`src/hw/rtl/dpst_pkg.sv`:
```
// shared types and codes for the dirty page set tracker
package dpst_pkg;

    localparam int PAGE_W   = 16;
    localparam int STATUS_W = 3;
    localparam int COUNT_W  = 7;
    localparam int OP_W     = 2;

    localparam logic [OP_W-1:0] OP_MARK  = 2'd0;
    localparam logic [OP_W-1:0] OP_CLEAR = 2'd1;
    localparam logic [OP_W-1:0] OP_FLUSH = 2'd2;
    localparam logic [OP_W-1:0] OP_NONE  = 2'd3;

    localparam logic [STATUS_W-1:0] ST_CHANGED  = 3'd0;
    localparam logic [STATUS_W-1:0] ST_NOCHANGE = 3'd1;
    localparam logic [STATUS_W-1:0] ST_RANGE    = 3'd2;
    localparam logic [STATUS_W-1:0] ST_FLUSHED  = 3'd3;
    localparam logic [STATUS_W-1:0] ST_EMPTY    = 3'd4;

    typedef enum logic [2:0] {
        S_WIPE,
        S_IDLE,
        S_FLAG,
        S_LAST,
        S_SCAN,
        S_FRD,
        S_FEM
    } state_t;

endpackage

```
`src/hw/rtl/dirty_page_set_tracker.sv`:
```
// dirty page set tracker: flag memory plus dense page list with swap removal
//
// input channel s_*: one word per operation, tuser carries the operation
// (mark, clear, flush, or the unused code which only reports), tdata the page.
// result channel m_*: one word per result, tlast on the final result of an
// operation. mark and clear give one result, flush one per listed page, or a
// single flush-empty result when nothing is dirty.
// the memories have registered reads. out of range, unused code and empty
// flush give their result without reading the memories; mark first reads
// the flag of the page; clear reads the flag and, for a dirty page, scans
// the list linearly from the head for the page; flush emits a result per
// listed page.
// a new word is taken only once the previous operation is finished.
// after reset the flag memory is wiped entry by entry, during which
// s_tready stays low. the result sits in an output register; when the
// receiver stalls it holds, and a flush pauses until the word is taken.
module dirty_page_set_tracker #(
    parameter int PAGES = 64
) (
    input  logic        aclk,
    input  logic        aresetn,
    input  logic        s_tvalid,
    output logic        s_tready,
    input  logic [15:0] s_tdata,   // [15:0] page_id
    input  logic [1:0]  s_tuser,   // [1:0] operation
    output logic        m_tvalid,
    input  logic        m_tready,
    output logic [23:0] m_tdata,   // [15:0] page_id_out, [22:16] dirty_count, [23] zero
    output logic [2:0]  m_tuser,   // [2:0] status
    output logic        m_tlast
);

    localparam int PW = $clog2(PAGES);
    localparam int CW = $clog2(PAGES + 1);

    // memories
    logic flag_mem [PAGES];
    logic [PW-1:0] list_mem [PAGES];

    logic          flag_we;
    logic [PW-1:0] flag_waddr;
    logic          flag_wdata;
    logic [PW-1:0] flag_raddr;
    logic          flag_rd_reg;

    logic          list_we;
    logic [PW-1:0] list_waddr;
    logic [PW-1:0] list_wdata;
    logic [PW-1:0] list_raddr;
    logic [PW-1:0] list_rd_reg;

    always_ff @(posedge aclk) begin
        if (flag_we) begin
            flag_mem[flag_waddr] <= flag_wdata;
        end
        flag_rd_reg <= flag_mem[flag_raddr];
    end

    always_ff @(posedge aclk) begin
        if (list_we) begin
            list_mem[list_waddr] <= list_wdata;
        end
        list_rd_reg <= list_mem[list_raddr];
    end

    // control and payload registers
    dpst_pkg::state_t state_reg, state_next;
    logic [CW-1:0] count_reg, count_next;
    logic [PW-1:0] idx_reg, idx_next;
    logic [1:0]    op_reg, op_next;
    logic [15:0]   page_reg, page_next;
    logic [PW-1:0] last_val_reg, last_val_next;

    logic          out_valid_reg, out_valid_next;
    logic [15:0]   out_page_reg, out_page_next;
    logic [2:0]    out_status_reg, out_status_next;
    logic          out_last_reg, out_last_next;
    logic [6:0]    out_count_reg, out_count_next;

    logic          out_free;
    logic          accept;
    logic          emit;
    logic          in_range;
    logic [CW-1:0] idx_plus1;

    assign out_free   = !out_valid_reg || m_tready;
    assign s_tready   = (state_reg == dpst_pkg::S_IDLE) && out_free;
    assign accept     = s_tvalid && s_tready;
    assign in_range   = s_tdata < 16'(PAGES);
    assign idx_plus1  = CW'(idx_reg) + CW'(1);
    assign flag_raddr = s_tdata[PW-1:0];

    always_ff @(posedge aclk) begin
        if (!aresetn) begin
            state_reg     <= dpst_pkg::S_WIPE;
            count_reg     <= '0;
            idx_reg       <= '0;
            out_valid_reg <= 1'b0;
        end else begin
            state_reg     <= state_next;
            count_reg     <= count_next;
            idx_reg       <= idx_next;
            out_valid_reg <= out_valid_next;
        end
    end

    always_ff @(posedge aclk) begin
        op_reg         <= op_next;
        page_reg       <= page_next;
        last_val_reg   <= last_val_next;
        out_page_reg   <= out_page_next;
        out_status_reg <= out_status_next;
        out_last_reg   <= out_last_next;
        out_count_reg  <= out_count_next;
    end

    always_comb begin
        state_next      = state_reg;
        count_next      = count_reg;
        idx_next        = idx_reg;
        op_next         = op_reg;
        page_next       = page_reg;
        last_val_next   = last_val_reg;
        out_page_next   = out_page_reg;
        out_status_next = out_status_reg;
        out_last_next   = out_last_reg;
        out_count_next  = out_count_reg;
        emit            = 1'b0;
        flag_we         = 1'b0;
        flag_waddr      = page_reg[PW-1:0];
        flag_wdata      = 1'b0;
        list_we         = 1'b0;
        list_waddr      = count_reg[PW-1:0];
        list_wdata      = page_reg[PW-1:0];
        list_raddr      = idx_reg;

        case (state_reg)
            dpst_pkg::S_WIPE: begin
                flag_we    = 1'b1;
                flag_waddr = idx_reg;
                if (idx_reg == PW'(PAGES - 1)) begin
                    idx_next   = '0;
                    state_next = dpst_pkg::S_IDLE;
                end else begin
                    idx_next = idx_reg + PW'(1);
                end
            end

            dpst_pkg::S_IDLE: begin
                if (accept) begin
                    op_next   = s_tuser;
                    page_next = s_tdata;
                    idx_next  = '0;
                    out_page_next  = s_tdata;
                    out_last_next  = 1'b1;
                    out_count_next = 7'(count_reg);
                    if (s_tuser == dpst_pkg::OP_FLUSH) begin
                        if (count_reg == '0) begin
                            emit            = 1'b1;
                            out_page_next   = '0;
                            out_status_next = dpst_pkg::ST_EMPTY;
                        end else begin
                            state_next = dpst_pkg::S_FRD;
                        end
                    end else if (s_tuser == dpst_pkg::OP_NONE) begin
                        emit            = 1'b1;
                        out_status_next = dpst_pkg::ST_NOCHANGE;
                    end else if (!in_range) begin
                        emit            = 1'b1;
                        out_status_next = dpst_pkg::ST_RANGE;
                    end else begin
                        state_next = dpst_pkg::S_FLAG;
                    end
                end
            end

            dpst_pkg::S_FLAG: begin
                // flag_rd_reg holds the flag of page_reg
                if (op_reg == dpst_pkg::OP_MARK) begin
                    emit       = 1'b1;
                    state_next = dpst_pkg::S_IDLE;
                    if (flag_rd_reg || count_reg >= CW'(PAGES)) begin
                        out_status_next = dpst_pkg::ST_NOCHANGE;
                    end else begin
                        flag_we         = 1'b1;
                        flag_wdata      = 1'b1;
                        list_we         = 1'b1;
                        count_next      = count_reg + CW'(1);
                        out_status_next = dpst_pkg::ST_CHANGED;
                        out_count_next  = 7'(count_reg + CW'(1));
                    end
                end else if (!flag_rd_reg) begin
                    emit            = 1'b1;
                    out_status_next = dpst_pkg::ST_NOCHANGE;
                    state_next      = dpst_pkg::S_IDLE;
                end else begin
                    flag_we    = 1'b1;
                    list_raddr = PW'(count_reg - CW'(1));
                    state_next = dpst_pkg::S_LAST;
                end
            end

            dpst_pkg::S_LAST: begin
                last_val_next = list_rd_reg;
                list_raddr    = '0;
                idx_next      = '0;
                state_next    = dpst_pkg::S_SCAN;
            end

            dpst_pkg::S_SCAN: begin
                // list_rd_reg holds list entry idx_reg
                if (list_rd_reg == page_reg[PW-1:0] && CW'(idx_reg) < count_reg) begin
                    list_we         = 1'b1;
                    list_waddr      = idx_reg;
                    list_wdata      = last_val_reg;
                    count_next      = count_reg - CW'(1);
                    emit            = 1'b1;
                    out_status_next = dpst_pkg::ST_CHANGED;
                    out_count_next  = 7'(count_reg - CW'(1));
                    state_next      = dpst_pkg::S_IDLE;
                end else if (idx_plus1 >= count_reg || idx_reg == PW'(PAGES - 1)) begin
                    // flag set but page not listed: flag already dropped
                    emit            = 1'b1;
                    out_status_next = dpst_pkg::ST_CHANGED;
                    state_next      = dpst_pkg::S_IDLE;
                end else begin
                    idx_next   = idx_reg + PW'(1);
                    list_raddr = idx_reg + PW'(1);
                end
            end

            dpst_pkg::S_FRD: begin
                list_raddr = idx_reg;
                state_next = dpst_pkg::S_FEM;
            end

            dpst_pkg::S_FEM: begin
                list_raddr = idx_reg;
                if (out_free) begin
                    emit            = 1'b1;
                    flag_we         = 1'b1;
                    flag_waddr      = list_rd_reg;
                    out_page_next   = 16'(list_rd_reg);
                    out_status_next = dpst_pkg::ST_FLUSHED;
                    out_count_next  = 7'(count_reg - idx_plus1);
                    if (idx_plus1 >= count_reg) begin
                        out_last_next = 1'b1;
                        count_next    = '0;
                        state_next    = dpst_pkg::S_IDLE;
                    end else begin
                        out_last_next = 1'b0;
                        idx_next      = idx_reg + PW'(1);
                        state_next    = dpst_pkg::S_FRD;
                    end
                end
            end

            default: begin
                state_next = dpst_pkg::S_IDLE;
            end
        endcase

        if (emit) begin
            out_valid_next = 1'b1;
        end else if (m_tready) begin
            out_valid_next = 1'b0;
        end else begin
            out_valid_next = out_valid_reg;
        end
    end

    assign m_tvalid = out_valid_reg;
    assign m_tdata  = {1'b0, out_count_reg, out_page_reg};
    assign m_tuser  = out_status_reg;
    assign m_tlast  = out_last_reg;

endmodule

```
`config.mk`:
```
export PLATFORM = sky130hd
export DESIGN_NAME = dirty_page_set_tracker
export DESIGN_NICKNAME = d
export VERILOG_FILES = /design/src/hw/rtl/dpst_pkg.sv /design/src/hw/rtl/dirty_page_set_tracker.sv
export SDC_FILE = /design/constraint.sdc
export NUM_CORES = 1
export LEC_CHECK = 0
export ABC_AREA = 1
export BUFFER_PORTS_ARGS = -buffer_cell sky130_fd_sc_hd__buf_2
export CAP_MARGIN = 20
export CORE_ASPECT_RATIO = 0.9
export CORE_MARGIN = 2
export CORE_UTILIZATION = 39
export CTS_CLUSTER_DIAMETER = 40
export DETAILED_ROUTE_END_ITERATION = 6
export GPL_TIMING_DRIVEN = 0
export PLACE_DENSITY = 0.64
export SLEW_MARGIN = 20
export SYNTH_ARGS = -nofsm -noshare
export SYNTH_HDL_FRONTEND = slang
export SYNTH_SLANG_ARGS = --single-unit
```
`constraint.sdc`:
```
create_clock -name aclk -period 8.3 [get_ports aclk]
set_clock_uncertainty 0.2 [all_clocks]
set_input_delay 0 -clock aclk [delete_from_list [all_inputs] [get_ports aclk]]
set_output_delay 0 -clock aclk [all_outputs]
set_load 0.02 [all_outputs]
```
# [After elaboration in Yosys (flattened, before gate mapping)]
# Memories as Yosys holds them, arrays and structs flattened. A register that Yosys moved wholly into a read port is not among the register bits.
# Cells that the tools add are included.
[word_totals] register_bits=58 mem_bits_rw=448 inputBits=22 output_inout_bits=30 word_cells=153 memories=2
[classes] addsub=5 magnitude_cmp=4 eq_ne=25 n_mux=84 reduce_logical=22
[mem_list] name="list_mem" depth=64 width=6 read_ports=1 rd_ports_with_merged_regs=1 write_ports=1 line="dirty_page_set_tracker.sv:38" rtl="logic [PW-1:0] list_mem [PAGES];"
[mem_list] name="flag_mem" depth=64 width=1 read_ports=1 rd_ports_with_merged_regs=1 write_ports=1 line="dirty_page_set_tracker.sv:37" rtl="logic flag_mem [PAGES];"
[ops] op="6-bit two-way mux" n=13
[ops] op="16-bit two-way mux" n=4
[ops] op="3-bit two-way mux" n=20
[ops] op="7-bit two-way mux" n=7
[ops] op="16-bit case mux with 2 select lines" n=1
[ops] op="6-bit case mux with 5 select lines" n=1
[ops] op="7-bit case mux with 4 select lines" n=1
[ops] op="1-bit two-way mux" n=26
[ops] op="3-bit case mux with 7 select lines" n=1
[ops] op="7-bit case mux with 3 select lines" n=1
[ops] op="6-bit case mux with 3 select lines" n=1
[ops] op="16-bit by 7-bit less-than comparator with 1-bit output, second input constant" n=1
[ops] op="2-bit inequality test, second input constant" n=8
[ops] op="7-bit AND reduction" n=2
[ops] op="3-bit inequality test, second input constant" n=4
[ops] op="3-bit case mux with 4 select lines" n=1
[ops] op="6-bit case mux with 2 select lines" n=1
[ops] op="6-bit AND reduction" n=2
[ops] op="3-bit equality test, second input constant" n=3
[ops] op="6-bit by 1-bit adder with 7-bit output, second input constant" n=1
[ops] op="7-bit by 1-bit adder with 7-bit output, second input constant" n=1
[ops] op="7-bit >= comparator" n=1
[ops] op="7-bit >= comparator, second input constant" n=1
[ops] op="7-bit zero test" n=1
[ops] op="other kinds (27)" n=37

# [Depth between registers and ports, before layout]
[logic_depth] ltp_word=7 ltp_mapped=26 mapped_depth_nobuf=24

# [Least setup slack after synthesis]
# Ideal clock, no wire load.
[synth_path] kind="register -> register" start="reg count_reg[2]" end="mem list_mem[0][0] (netlist bit), data pin" setup_ns=0.702 arrival_time_ns=4.384 t_required_ns=7.398 slack_ns=3.014 path_stages_with_launch=14 path_buffers=3 period_less_slack_ns=5.286 path_cell_list="dfxtp_1 > clkbuf_1 > inv_1 > ha_1 > nand2_1 > o21ai_0 > nand4_1 > nand2_1 > nor2_1 > inv_1 > nor2_1 > buf_2 > clkbuf_1 > o21ai_0"
[synth_between] elab_chain_len=4
[synth_lines] element="from (decl)" line="dirty_page_set_tracker.sv:68" rtl="logic [CW-1:0] count_reg, count_next;"
[synth_lines] element="from (signal assigned)" line="dirty_page_set_tracker.sv:101" rtl="count_reg <= count_next;"
[synth_lines] element="6-bit by 7-bit less-than comparator with 1-bit output" line="dirty_page_set_tracker.sv:212" rtl="if (list_rd_reg == page_reg[PW-1:0] && CW'(idx_reg) < count_reg) begin"
[synth_lines] element="1-bit logical AND" line="dirty_page_set_tracker.sv:212"
[synth_lines] element="6-bit two-way mux" line="dirty_page_set_tracker.sv:212"
[synth_lines] element="6-bit two-way mux" line="dirty_page_set_tracker.sv:137" rtl="case (state_reg)"
[synth_lines] element="net list_wdata[0]" line="dirty_page_set_tracker.sv:48" rtl="logic [PW-1:0] list_wdata;"
[synth_lines] element="to (decl)" line="dirty_page_set_tracker.sv:38"
# The timed path passes the listed nets, and every way through them passes these cells.

# [Final worst setup path]
[layout_path] start="reg count_reg[2]" end="mem list_mem[29][1] (netlist bit) (enable)"
[layout_between] elab_chain_len=7 elab_cells_between_ends=12 cone_classes="order compare: 2; mux: 8; reduce/logical: 2"
[layout_lines] element="7-bit >= comparator" line="dirty_page_set_tracker.sv:182" rtl="if (flag_rd_reg || count_reg >= CW'(PAGES)) begin"
[layout_lines] element="1-bit logical OR" line="dirty_page_set_tracker.sv:182"
[layout_lines] element="1-bit two-way mux" line="dirty_page_set_tracker.sv:182"
[layout_lines] element="1-bit two-way mux" line="dirty_page_set_tracker.sv:179" rtl="if (op_reg == dpst_pkg::OP_MARK) begin"
[layout_lines] element="1-bit case mux with 2 select lines" line="dirty_page_set_tracker.sv:137"
[layout_lines] element="1-bit two-way mux" line="dirty_page_set_tracker.sv:60" rtl="if (list_we) begin"
[layout_lines] element="1-bit two-way mux (implied by the code)" line="dirty_page_set_tracker.sv:61" rtl="list_mem[list_waddr] <= list_wdata;"
# Several ways; a longest one is shown, not always the timed one.

==> impl_metrics.env <==
export IMPL_status="finished clean"
export IMPL_cts_max_level=3
export IMPL_diodes=0
export IMPL_netlist_area_sq_um=24300
export IMPL_die_area_sq_um=64200
export IMPL_worstPathRequired_ns=8.35
export IMPL_worst_path_max_fanout=10
export IMPL_grt_pass1_wl_mm=108
export IMPL_finalHoldViolCount=0
export IMPL_ant_nets=0
export IMPL_cts_setup_buffers=0
export IMPL_tritoncts="yes"
export IMPL_clkTransAtPathRegs_ns=0.05
export IMPL_syn_inst=2395
export IMPL_io_buffers=50
export IMPL_wire_per_inst_um=21.1
export IMPL_clockBufferDepth=3
export IMPL_fin_crit_sh=0.584
export IMPL_avgViaCountPerCell=5.49
export IMPL_synth_top_cell_area_share=0.605
export IMPL_clock_sinks=513
export IMPL_vias=18854
export IMPL_crit_path_max_incr_delay_ns=0.62
export IMPL_dr_first_iter_drc_count=2136
export IMPL_grt_overflow=0
export IMPL_holdWs_ns=0.0317
export IMPL_ys_warnings_count=0
export IMPL_async_flop_share=0
export IMPL_p_leak_nw=11.4
export IMPL_period_needed_ns=4.84
export IMPL_setup_violations=0
export IMPL_worst_setup_path_start_kind="flop"
export IMPL_grt_setup_unrepaired="false"
export IMPL_dp_hpwl_mm=51.4
export IMPL_largest_reg_flops=384
export IMPL_clk_latency_ns=0.64
export IMPL_chipHeight_um=241
export IMPL_synth_edff_count=489
export IMPL_syn_nets=2434
export IMPL_routed_wl_mm=72.6
export IMPL_hp_start="s_tdata[3]"
export IMPL_start_util=0.395
export IMPL_fin_nets=2616
export IMPL_finalMaxSlewViolations=0
export IMPL_max_freq_mhz=206
export IMPL_critPathKind="reg2reg"
export IMPL_grt_total_usage=0.226
export IMPL_p_per_area_nw_per_um2=271
export IMPL_setup_slack_ns=3.46
export IMPL_crit_slowest_cell="nor2_1"
export IMPL_area_growth_pct=19.5
export IMPL_synth_most_common_cell="edfxtp_1"
export IMPL_io_pins=52
export IMPL_syn_avg_cell_area_sq_um=10.1
export IMPL_grt_start_max_net_pins=40
export IMPL_synth_seq_cells=513
export IMPL_rr_startpoint="count_reg[2]$_SDFFE_PN0P_"
export IMPL_yosysTopAreaCell="edfxtp_1"
export IMPL_core_area_sq_um=61300
export IMPL_drive_above_1_share=0.121
export IMPL_post_place_ws_ns=3.59
export IMPL_fillers=5479
export IMPL_cp_end_kind="flop"
export IMPL_synthFlopType="edfxtp_1"
export IMPL_firstDrtPassIters=6
export IMPL_antenna_found_initial=2
export IMPL_critPathArrivalTime_ns=4.89
export IMPL_crit_start="count_reg[2]$_SDFFE_PN0P_"
export IMPL_ir_drop_mv=0.155
export IMPL_grt_pass1_vias=18027
export IMPL_gp_congestion=0.982
export IMPL_clock_root_buffer="clkbuf_16"
export IMPL_synth_distinct_cells=50
export IMPL_cp_cell_sequence="clkbuf_1 -> inv_1 -> ha_1 -> a21oi_1 -> o21ai_0 -> nand4_1 -> nand2_1 -> nor2_1 -> inv_1 -> nor2_1 -> buf_2 -> nand2_1 -> o21ai_0 -> inv_1 -> nor3_1 -> nand2_1 -> nor2_1"
export IMPL_cts_made_buffers=81
export IMPL_holdCritPathClass="in2reg"
export IMPL_tightest_slew_ns=0.876
export IMPL_relSlewSlack=0.416
export IMPL_synth_commonest_cells="edfxtp_1 (489), nand3_1 (443), nand2_1 (339), inv_1 (315), nor2_1 (227)"
export IMPL_cap_violations=0
export IMPL_synth_area_top_cells="edfxtp_1 (61%), nand3_1 (9.1%), nand2_1 (5.2%)"
export IMPL_ys_seq_area_frac=0.625
export IMPL_die_x_um=267
export IMPL_drcViolationCount=0
export IMPL_rows=86
-- placed cells by master, fill, tap and decap left out, types with 14 or more instances in the layout --
cell type / n
edfxtp_1: 489
nand3_1: 443
nand2_1: 339
inv_1: 315
nor2_1: 226
nand3b_1: 139
buf_2: 103
clkbuf_16: 81
o21ai_0: 79
clkbuf_1: 50
nor3_1: 36
dlygate4sd3_1: 30
a21oi_1: 25
dfxtp_1: 24
o22ai_1: 22
buf_4: 20
ha_1: 16
buf_16: 14
-- kinds of logic after synthesis --
logic type | after synthesis | synth area share
buffers and inverters | 451 | 0.0769
AO/OA/AOI/OAI | 178 | 0.0428
AND/OR/NAND/NOR | 1223 | 0.242
other | 1 | 0.000155
adder cells (fa/ha/maj) | 17 | 0.00908
flip-flops | 513 | 0.625
XOR/XNOR | 12 | 0.00433
-- timing repair --
item                      in CTS  in global routing
hold buffers                  30                  0
resized for setup              0                  0
hold endpoints to repair      49                  0
-- through the flow --
| stage | total power (W) | instances | TNS (ns) | util | instance area [sq um] |
|---|---|---|---|---|---|
| 2_1_floorplan | 0.00399 | 2395 | 0 | - | 24300 |
| 3_3_place_gp | 0.00455 | 3237 | -805.13 | 0.416 | 25500 |
| 3_5_place_dp | 0.00459 | 3256 | 0 | 0.425 | 26000 |
| 4_1_cts | 0.00785 | 3435 | 0 | 0.473 | 29000 |
| 5_1_grt | 0.00812 | 3435 | 0 | 0.473 | 29000 |
| 6_report | 0.00786 | 3435 | 0 | 0.473 | 29000 |
-- layout make-up --
class	count	area [sq um]	area share
flip-flops and latches	513	15200	0.523
multi-input cells	1431	7320	0.252
clock buffers	92	2080	0.0717
inverters	326	1230	0.0423
repair buffers	99	1000	0.0346
well taps	792	991	0.0342
plain buffers	125	639	0.0221
clock inverters	57	573	0.0198
-- path summary, 6_finish.rpt --
check	end	slack [ns]	depth (start not counted)
worst max-delay path	list_mem[29][1]$_DFFE_PP_	3.46	17
worst max register to register	list_mem[29][1]$_DFFE_PP_	3.46	17
worst min register to register	last_val_reg[3]$_DFFE_PP_	0.29	0
worst min-delay path	page_reg[3]$_DFFE_PP_	0.03	2
-- layer usage --
| layer | wire length (um) | share of wire | track usage |
|---|---|---|---|
| met1 | 30900 | 0.43 | 0.315 |
| met2 | 32300 | 0.44 | 0.347 |
| met3 | 7390 | 0.10 | 0.0516 |
| met4 | 2050 | 0.028 | 0.0822 |
| met5 | 22 | 0.00030 | 0 |
-- worst max-delay path, delay by kind of cell, from the launching register on --
| kind | cells | cell delay, ns |
|---|---|---|
| and+or+nand+nor | 8 | 1.93 |
| adders and majority gates | 1 | 0.36 |
| AOI/OAI and AO/OA | 3 | 0.55 |
| DFF | 1 | 0.33 |
| buffers and inverters | 5 | 1.09 |
-- power breakdown --
part / switching [W] / internal, W
clock: 0.00130 / 0.00196
combinational: 0.00118 / 0.000501
sequential: 0.0000397 / 0.00287
total: 0.00252 / 0.00534
No activity file was read; power rests on OpenSTA's default activity.
